### src/hdl/lwkr_pkg.sv
// shared constants, result type and saturation helper for the longest window core
package lwkr_pkg;

    localparam int MAX_LEN     = 1024;
    localparam int ALPHABET    = 26;
    localparam int LETTER_W    = 5;
    localparam int K_W         = 11;
    localparam int LEN_W       = 11;
    localparam int POS_W       = $clog2(MAX_LEN + 1);
    localparam int ADDR_W      = $clog2(MAX_LEN);
    localparam int IDX_W       = $clog2(ALPHABET);
    localparam int SUM_W       = ((POS_W > K_W) ? POS_W : K_W) + 1;
    localparam int OUT_MAX     = (1 << LEN_W) - 1;
    localparam int IN_TDATA_W  = 8;
    localparam int OUT_TDATA_W = 16;

    // one result, best_length in the low bits
    typedef struct packed {
        logic             overflow;
        logic [LEN_W-1:0] best_length;
    } result_t;

    // clamp a window length to the output field
    function automatic logic [LEN_W-1:0] sat_len(input logic [POS_W-1:0] v);
        if (32'(v) > 32'(OUT_MAX))
        begin
            return LEN_W'(OUT_MAX);
        end
        return LEN_W'(v);
    endfunction

endpackage

### src/hdl/lwkr_out_skid.sv
// output register with one skid entry for the result channel
module lwkr_out_skid (
    input  logic              clk,
    input  logic              rst_n,
    input  logic              in_valid,
    output logic              in_ready,
    input  lwkr_pkg::result_t in_data,
    output logic              out_valid,
    input  logic              out_ready,
    output lwkr_pkg::result_t out_data
);

    logic              out_valid_reg, out_valid_next;
    logic              sk_valid_reg, sk_valid_next;
    lwkr_pkg::result_t out_data_reg, out_data_next;
    lwkr_pkg::result_t sk_data_reg, sk_data_next;

    assign in_ready = !sk_valid_reg;

    always_comb
    begin
        out_valid_next = out_valid_reg;
        out_data_next  = out_data_reg;
        sk_valid_next  = sk_valid_reg;
        sk_data_next   = sk_data_reg;
        if (!out_valid_reg || out_ready)
        begin
            // output slot frees up: refill from skid first, else from input
            if (sk_valid_reg)
            begin
                out_valid_next = 1'b1;
                out_data_next  = sk_data_reg;
                sk_valid_next  = 1'b0;
            end
            else
            begin
                out_valid_next = in_valid;
                out_data_next  = in_data;
            end
        end
        else if (in_valid && !sk_valid_reg)
        begin
            sk_valid_next = 1'b1;
            sk_data_next  = in_data;
        end
    end

    always_ff @(posedge clk or negedge rst_n)
    begin
        if (!rst_n)
        begin
            out_valid_reg <= 1'b0;
            sk_valid_reg  <= 1'b0;
        end
        else
        begin
            out_valid_reg <= out_valid_next;
            sk_valid_reg  <= sk_valid_next;
        end
    end

    always_ff @(posedge clk)
    begin
        out_data_reg <= out_data_next;
        sk_data_reg  <= sk_data_next;
    end

    assign out_valid = out_valid_reg;
    assign out_data  = out_data_reg;

endmodule

### config.mk
export PLATFORM = sky130hd
export DESIGN_NAME = lwkr_out_skid
export DESIGN_NICKNAME = d
export VERILOG_FILES = /design/src/hdl/lwkr_pkg.sv /design/src/hdl/lwkr_out_skid.sv
export SDC_FILE = /design/constraint.sdc
export NUM_CORES = 1
export LEC_CHECK = 0
export BUFFER_PORTS_ARGS = -buffer_cell sky130_fd_sc_hd__buf_2
export CORE_MARGIN = 5
export CORE_UTILIZATION = 45
export CTS_CLUSTER_DIAMETER = 200
export CTS_CLUSTER_SIZE = 40
export DETAILED_ROUTE_END_ITERATION = 10
export GPL_ROUTABILITY_DRIVEN = 0
export GPL_TIMING_DRIVEN = 1
export PLACE_DENSITY_LB_ADDON = 0.25
export REMOVE_ABC_BUFFERS = 1
export SYNTH_ARGS = -nofsm -noshare
export SYNTH_HDL_FRONTEND = slang
export SYNTH_SLANG_ARGS = --single-unit
### constraint.sdc
create_clock -name clk -period 4.3 [get_ports clk]
set_clock_uncertainty 0.1 [all_clocks]
set_input_delay 0.86 -clock clk [delete_from_list [all_inputs] [get_ports clk]]
set_output_delay 0.86 -clock clk [all_outputs]
set_load 0.1 [all_outputs]
# Word level (Yosys, flattened, before mapping)
# Index checks and enable logic that the tools add are counted.
# Widths: inputs -> output; s select.
# totals
ff_bits	26
input_bits	16
wordCells	17
# classes
mux	4
n_bitwise	1
reduce_logical	6
# op_table
operator	n
$mux 12	1
$mux 1	3
$logic_not 1->1	2
$reduce_and 2->1	1
$reduce_bool 2->1	1
$logic_and 1x1->1	1
$logic_or 1x1->1	1
$not 1->1	1

# Depth between registers and ports, before layout
# Gate-level depths: netlist of the first run.
# depth
word_depth	4
mapped_depth	4

# Worst setup path before layout of the first run
# OpenSTA, ideal clock, no wires.
# synth_timing
kind	register -> register
startpoint	register out_valid_reg, in the netlist out_valid
endpoint	register sk_data_reg[0] (netlist bit) (enable)
setup_time_ns	0.399
t_arrival_ns	2.491
slack_ns	1.310
path_stages_with_launch	3
n_path_buf	0
period_less_slack_ns	2.990
path_cell_list	dfrtp_1 -> nand2b_1 -> nor3b_1
# synth_via
elab_chain_cells	4
# synth_rtl
item	line	rtl
start, declared	lwkr_out_skid.sv:13	logic out_valid_reg, out_valid_next;
start signal, assigned	lwkr_out_skid.sv:57	out_valid_reg <= out_valid_next;
$logic_not 1->1	lwkr_out_skid.sv:26	if (!out_valid_reg || out_ready)
$logic_or 1x1->1	lwkr_out_skid.sv:26	
$not 1->1 (no line)	-	
$reduce_and 2->1 (no line)	-	
end signal, assigned	lwkr_out_skid.sv:65	sk_data_reg <= sk_data_next;
end, declared	lwkr_out_skid.sv:16	lwkr_pkg::result_t sk_data_reg, sk_data_next;
# No other way between the ends.
# A chain may end at the register's enable or synchronous reset.

# Worst setup path after layout of the first run
# layout_timing
startpoint	register sk_valid_reg
endpoint	output port in_ready
# layout_via
elab_chain_cells	1
# layout_rtl
item	line	rtl
start, declared	lwkr_out_skid.sv:14	logic sk_valid_reg, sk_valid_next;
start signal, assigned	lwkr_out_skid.sv:58	sk_valid_reg <= sk_valid_next;
$logic_not 1->1	lwkr_out_skid.sv:18	assign in_ready = !sk_valid_reg;
end, declared	lwkr_out_skid.sv:6	output logic in_ready,
# No other way between the ends.

==> PnR_summary.wiki, run 1 <==
{| class="wikitable"
! Metric !! Value
|-
| Run status || finished clean
|-
| Total standard cell area after synthesis || approximately 1000 um^2
|-
| Critical-path cell list || inv_1 -> buf_2
|-
| Core box area || approximately 0.0021 mm^2
|-
| Sequential fraction of the synthesis area || 0.777
|-
| Type of the worst min-delay path || input pin to asynchronous set/reset pin
|-
| Top cell family by delay on the critical path || flip-flops
|-
| Layout filler cell count || about 170
|-
| R2R setup slack || ~2.3 ns
|-
| Largest incremental delay on the critical path || 0.65 ns
|-
| Synth Warn # || 0
|-
| Post-Place Cell Area || roughly 0.0011 mm^2
|-
| Crit path required time || approximately 3.3 ns
|-
| Slew at the pin closest to its max-slew limit || just under 0.9 ns
|-
| Count of vias placed by the detailed router || 480
|-
| Total CTS buffers || 3
|-
| TritonCTS clock tree || yes
|-
| Final worst-path cycle share || 0.570
|-
| Reg-to-reg critical path startpoint || out_valid$_DFFE_PN0P_
|-
| Die Footprint || 0.00324 mm^2
|-
| Overall fraction of global-route tracks in use || 0.0830
|-
| Die boundary width || 57.0 um
|-
| CP bufs+invs || 2
|-
| Register bit count reported by yosys || 26
|-
| Count of TritonRoute iterations in the first routing pass || 3
|-
| Antenna diode instance count || 0
|-
| Clock tree buffer depth || 2
|-
| VDD IR-drop max || between 200 and 300 uV
|-
| Cells taking the most area after synthesis || sky130_fd_sc_hd__edfxtp_1, sky130_fd_sc_hd__mux2_4, sky130_fd_sc_hd__mux2_2
|-
| Starting density of the core || 0.462
|-
| Critical R2R Capture || sk_data_reg[1]$_DFFE_PP_
|-
| Maximum fanout count along the critical path || 15
|-
| Depth of the worst register-to-register path || 2
|-
| DRC marker count from the first detailed-route iteration || 4
|-
| Final Hold Fails || 0
|-
| Library cell with the largest summed area after synthesis || sky130_fd_sc_hd__edfxtp_1
|-
| Placement row count || 17
|-
| Syn_area_per_cell || around 22 um^2
|-
| End-of-flow core utilization || 0.546
|-
| Top cells by instance count after synthesis || sky130_fd_sc_hd__edfxtp_1, sky130_fd_sc_hd__mux2_4, sky130_fd_sc_hd__mux2_2
|-
| Proportion of synthesized flip-flops having asynchronous set or reset || 0.0769
|-
| Headroom to the max-slew limit || 0.418
|-
| Clock slew at reported path FFs || roughly 0.11 ns
|-
| Number of nets in the layout || 94
|-
| Fmax || 0.408 GHz
|-
| Final worst hold slack || approximately 0.22 ns
|-
| Pin count of the biggest net entering global routing || 16
|-
| Grt ovf || 0
|-
| Count of buffers from port buffering || 29
|-
| Drt total wl || 1250 um
|-
| RSZ-0062 raised after global routing || false
|-
| Number of post-CTS setup repair buffers || 0
|-
| Slowest-stage cell, CP || sky130_fd_sc_hd__dfrtp_1
|-
| I/O pin count || 30
|-
| Register Area || a little under 800 um^2
|-
| Wire length of the first global-routing pass || slightly above 2000 um
|-
| Endpoint type of the worst setup path || primary output
|-
| Remaining number of nets flagged by the antenna check after routing || 0
|-
| EDFF count, synth || 24
|-
| Post-route cell area || approximately 0.0012 mm^2
|-
| Cell count after synthesis || 46
|-
| Wire length per cell || between 10 and 15 um
|-
| Post-CTS Hold Fix Bufs || 0
|-
| Vias per std cell || ~4.6
|-
| H-Tree Level Count || 1
|-
| Total power divided by cell area || about 450 mW/mm^2
|-
| Sink Count || 26
|-
| Die height || 57.0 um
|-
| Count of cell types in the netlist || 11
|-
| Min Tclk post-route || between 2 and 2.5 ns
|-
| Initial antenna violation count || 0
|-
| Most common cell in the netlist || sky130_fd_sc_hd__edfxtp_1
|-
| # Max-Cap Violations || 0
|-
| Layout-stage area growth over the synthesis result || 18.2%
|-
| Max Slew Vio Count || 0
|-
| Worst Path Class, Setup || flop to primary output
|-
| Launch point of the critical path || sk_valid_reg$_DFFE_PN0P_
|-
| Share of post-route cells with drive strength above 1 || 0.584
|-
| Worst skew pair latency || 0.29 ns
|-
| Yosys top cell area share || 0.726
|-
| DRC viols || 0
|-
| Number of global-route vias before repair || 493
|-
| Arrival time of the worst setup path || roughly 1.5 ns
|-
| Final count of negative-setup-slack endpoints || 0
|-
| Sum of negative setup slack || 0 ns
|-
| Multi-input logic area || approximately 190 um^2
|-
| CTS root buf || sky130_fd_sc_hd__clkbuf_4
|-
| Synth Flop Type || sky130_fd_sc_hd__edfxtp_1
|-
| Number of gates resized after CTS || 0
|-
| Worst Setup Start Kind || flop
|-
| Total leakage power || between 0.4 and 0.5 nW
|}
routing by layer:
| layer | global-route usage | wire (um) |
|---|---|---|
| met5 | 0 | 0 |
| met4 | 0.0397 | 11 |
| met3 | 0.0339 | 110 |
| met2 | 0.140 | 639 |
| met1 | 0.0902 | 486 |
cell type report:
class                           instances  share of cell area
Clock buffer                            4              0.0224
Sequential cell                        26               0.657
Tap cell                               28              0.0299
Timing Repair Buffer                   29               0.124
Inverter                                1             0.00320
Multi-Input combinational cell         17               0.163
worst max path at each step:
| stage | endpoint | cells after the start |
|---|---|---|
| global route | in_ready | 2 |
| detailed placement | sk_data_reg[2]$_DFFE_PP_ | 3 |
| global placement | sk_data_reg[8]$_DFFE_PP_ | 3 |
| floorplan | sk_data_reg[0]$_DFFE_PP_ | 2 |
| finish | in_ready | 2 |
| CTS | in_ready | 2 |
report_power, final:
| group | total [mW] | internal, mW | switching, mW |
|---|---|---|---|
| sequential | 0.305 | 0.297 | 0.00796 |
| combinational | 0.133 | 0.0272 | 0.106 |
| clock | 0.0934 | 0.0361 | 0.0573 |
| total | 0.532 | 0.360 | 0.171 |
kinds of logic after synthesis:
kind of cell	after synthesis	synth area share
flops	26	0.777
mux	12	0.163
simple gates	5	0.0252
buf+inv	3	0.0353
worst reg2reg max path: stages, from the launching register on:
cell and delay (ns):
sky130_fd_sc_hd__dfrtp_1 0.36, sky130_fd_sc_hd__nand2b_1 0.35, sky130_fd_sc_hd__nor3b_2 0.85
stage by stage:
| stage | worst slack [ns] | cells | total power, mW |
|---|---|---|---|
| floorplan | 1.31 | 44 | 0.422 |
| global placement | 1.57 | 101 | 0.445 |
| detailed placement | 1.53 | 101 | 0.446 |
| CTS | 1.81 | 105 | 0.540 |
| global route | 1.69 | 105 | 0.554 |
| finish | 1.85 | 105 | 0.532 |
layout by cell type, fill, tap and decap left out:
master / instances
sky130_fd_sc_hd__nand2_1: 1
sky130_fd_sc_hd__clkbuf_1: 1
sky130_fd_sc_hd__nand2b_1: 1
sky130_fd_sc_hd__inv_1: 1
sky130_fd_sc_hd__nor3b_2: 1
sky130_fd_sc_hd__buf_2: 29
sky130_fd_sc_hd__dfrtp_1: 2
sky130_fd_sc_hd__mux2_2: 5
sky130_fd_sc_hd__mux2_4: 7
sky130_fd_sc_hd__edfxtp_1: 24
sky130_fd_sc_hd__nor2_1: 2
sky130_fd_sc_hd__clkbuf_4: 3
(Power assumes the default switching activity.)
==> inputs of run 2 (changes only) <==
- ABC_AREA: default -> 1
- CORE_UTILIZATION: 45 -> 43
- clock period: 4.3 -> 2.02 ns (I/O delays scaled with it)
==> PnR_summary.wiki, run 2 <==
{| class="wikitable"
! Metric !! Value
|-
| Run status || finished clean
|-
| Total power divided by cell area || 988 mW/mm^2
|-
| Post-detailed-placement half-perimeter wirelength || about 1200 um
|-
| VDD IR-drop max || approximately 490 uV
|-
| Post-route cell area || 0.00118 mm^2
|-
| RSZ-0062 raised after global routing || false
|-
| Crit path required time || around 1.5 ns
|-
| H-Tree Level Count || 1
|-
| Sink Count || 26
|-
| DRC viols || 0
|-
| Max Slew Vio Count || 0
|-
| Die height || around 57 um
|-
| Number of gates resized after CTS || 0
|-
| Count of cell types in the netlist || 8
|-
| Count of buffers from port buffering || 29
|-
| Yosys top cell area share || 0.755
|-
| Maximum fanout count along the critical path || 14
|-
| Number of post-CTS setup repair buffers || 0
|-
| Layout filler cell count || between 200 and 250
|-
| Wire length of the first global-routing pass || ~2600 um
|-
| Number of nets in the layout || 123
|-
| Overall fraction of global-route tracks in use || 0.104
|-
| Pin count of the biggest net entering global routing || 15
|-
| Total leakage power || roughly 0.53 nW
|-
| Endpoint type of the worst setup path || primary output
|-
| DRC marker count from the first detailed-route iteration || 24
|-
| Count of vias placed by the detailed router || approximately 600
|-
| Parity-gate share of the synthesized area counting xor and xnor cells || 0
|-
| Initial antenna violation count || 0
|-
| Final worst-path cycle share || 0.940
|-
| Final Hold Fails || 0
|-
| Post-layout instance count excluding filler cells || 133
|-
| Post-Place Cell Area || between 0.001 and 0.0015 mm^2
|-
| Starting density of the core || 0.440
|-
| Vias per std cell || around 4.5
|-
| Fmax || roughly 0.53 GHz
|-
| Final count of negative-setup-slack endpoints || 0
|-
| Largest family of logic cells by synthesized area || simple AND/OR/NAND/NOR gates
|-
| Syn_area_per_cell || 13.3 um^2
|-
| Top cells by instance count after synthesis || sky130_fd_sc_hd__nand2_1, sky130_fd_sc_hd__edfxtp_1, sky130_fd_sc_hd__nor2_1
|-
| Final worst hold slack || about 0.18 ns
|-
| Synth Flop Type || sky130_fd_sc_hd__edfxtp_1
|-
| Proportion of synthesized area in mux cells || 0
|-
| Arrival time of the worst setup path || roughly 1.4 ns
|-
| Fraction of the mapped netlist area in compound gates || 0
|-
| CTS root buf || sky130_fd_sc_hd__clkbuf_4
|-
| Layout-stage area growth over the synthesis result || 23.5%
|-
| Synth Warn # || 0
|-
| Headroom to the max-slew limit || 0.676
|-
| Cells taking the most area after synthesis || sky130_fd_sc_hd__edfxtp_1, sky130_fd_sc_hd__nand2_1, sky130_fd_sc_hd__dfrtp_1
|-
| Core box area || approximately 0.0022 mm^2
|-
| Share of post-route cells with drive strength above 1 || 0.333
|-
| Count of TritonRoute iterations in the first routing pass || 3
|-
| Sequential fraction of the synthesis area || 0.807
|-
| Number of global-route vias before repair || ~600
|-
| Worst Path Class, Setup || flop to primary output
|-
| Cell count after synthesis || a little over 70
|-
| Register bit count reported by yosys || 26
|-
| TritonCTS clock tree || yes
|-
| Grt ovf || 0
|-
| Total standard cell area after synthesis || roughly 950 um^2
|-
| Proportion of synthesized flip-flops having asynchronous set or reset || 0.0769
|-
| Type of the worst min-delay path || input pin to flop
|-
| EDFF count, synth || 24
|-
| Clock slew at reported path FFs || between 0.1 and 0.15 ns
|-
| Die boundary width || between 50 and 60 um
|-
| Placement row count || 17
|-
| Most common cell after layout, fill and taps aside || sky130_fd_sc_hd__nand2_1
|-
| # Max-Cap Violations || 0
|-
| Antenna diode instance count || 0
|-
| Die Footprint || ~0.0033 mm^2
|-
| Min Tclk post-route || 1.90 ns
|-
| Worst Setup Start Kind || flop
|-
| Clock tree buffer depth || 2
|-
| Library cell with the largest summed area after synthesis || sky130_fd_sc_hd__edfxtp_1
|-
| Wire length per cell || 12.0 um
|-
| Total CTS buffers || 3
|-
| Simple logic cell fraction of the synthesized area || 0.165
|-
| Post-CTS Hold Fix Bufs || 1
|-
| Placed insts || about 130
|-
| Adder-cell area share of the yosys netlist || 0
|-
| Worst skew pair latency || a little over 0.3 ns
|-
| Drt total wl || roughly 1600 um
|-
| Commonest cells after routing, fill and taps aside || sky130_fd_sc_hd__nand2_1, sky130_fd_sc_hd__buf_2, sky130_fd_sc_hd__edfxtp_1
|-
| Slew at the pin closest to its max-slew limit || around 0.5 ns
|-
| Remaining number of nets flagged by the antenna check after routing || 0
|-
| I/O pin count || 30
|-
| Most common cell in the netlist || sky130_fd_sc_hd__nand2_1
|}
==> run 2: worst max-delay path, stage by stage, from the launching register on <==
cell                      delay (ns)
sky130_fd_sc_hd__dfrtp_1        0.63
sky130_fd_sc_hd__inv_2          0.23
sky130_fd_sc_hd__buf_12         0.22
==> run 2: cell families (layout without fill, tap and decap cells) <==
family                 count (synthesis)  in the layout
and+or+nand+nor                       42             42
buffers and inverters                  4             37
DFF                                   26             26
==> run 2: worst paths after layout <==
path	start	endpoint	slack [ns]	depth (start not counted)
min reg2reg	sk_data_reg[11]$_DFFE_PP_	out_data[11]$_DFFE_PP_	0.43	2
max reg2reg	sk_valid_reg$_DFFE_PN0P_	sk_data_reg[3]$_DFFE_PP_	0.40	4
max in group asynchronous	rst_n	out_valid$_DFFE_PN0P_	1.44	2
min	in_data[10]	sk_data_reg[10]$_DFFE_PP_	0.18	1
max	sk_valid_reg$_DFFE_PN0P_	in_ready	0.12	2
min in group asynchronous	rst_n	sk_valid_reg$_DFFE_PN0P_	0.28	2
==> run 2: routing by layer <==
metal	share of wire	GRT usage
met1	0.40	0.113
met2	0.54	0.188
met4	0	0.0497
met5	0	0
met3	0.067	0.0249
==> run 2: report_power, final <==
group / internal, mW / total, mW / leakage [nW] / switching (mW)
Sequential: 0.635 / 0.649 / 0.255 / 0.0137
Combinational: 0.0497 / 0.310 / 0.261 / 0.260
Clock: 0.0696 / 0.206 / 0.0138 / 0.136
==> run 2: layout make-up <==
| class | instances | area (um^2) | area share |
|---|---|---|---|
| inverter | 2 | 7.51 | 0.00637 |
| multi-input combinational | 42 | 158 | 0.134 |
| clock buffer | 3 | 22.5 | 0.0191 |
| sequential | 26 | 771 | 0.654 |
| tap | 28 | 35.0 | 0.0297 |
| timing repair buffer | 32 | 185 | 0.157 |
==> run 2: metrics by stage <==
| stage | total power, mW | setup WS, ns | setup TNS, ns | utilization |
|---|---|---|---|---|
| after floorplan | 0.907 | -0.534 | -6.41 | - |
| after global placement | 0.969 | 0.466 | 0 | 0.528 |
| after CTS | 1.17 | 0.131 | 0 | 0.543 |
| after detailed placement | 0.973 | 0.421 | 0 | 0.528 |
| after global routing | 1.20 | 0.00797 | 0 | 0.543 |
| final | 1.16 | 0.122 | 0 | 0.543 |
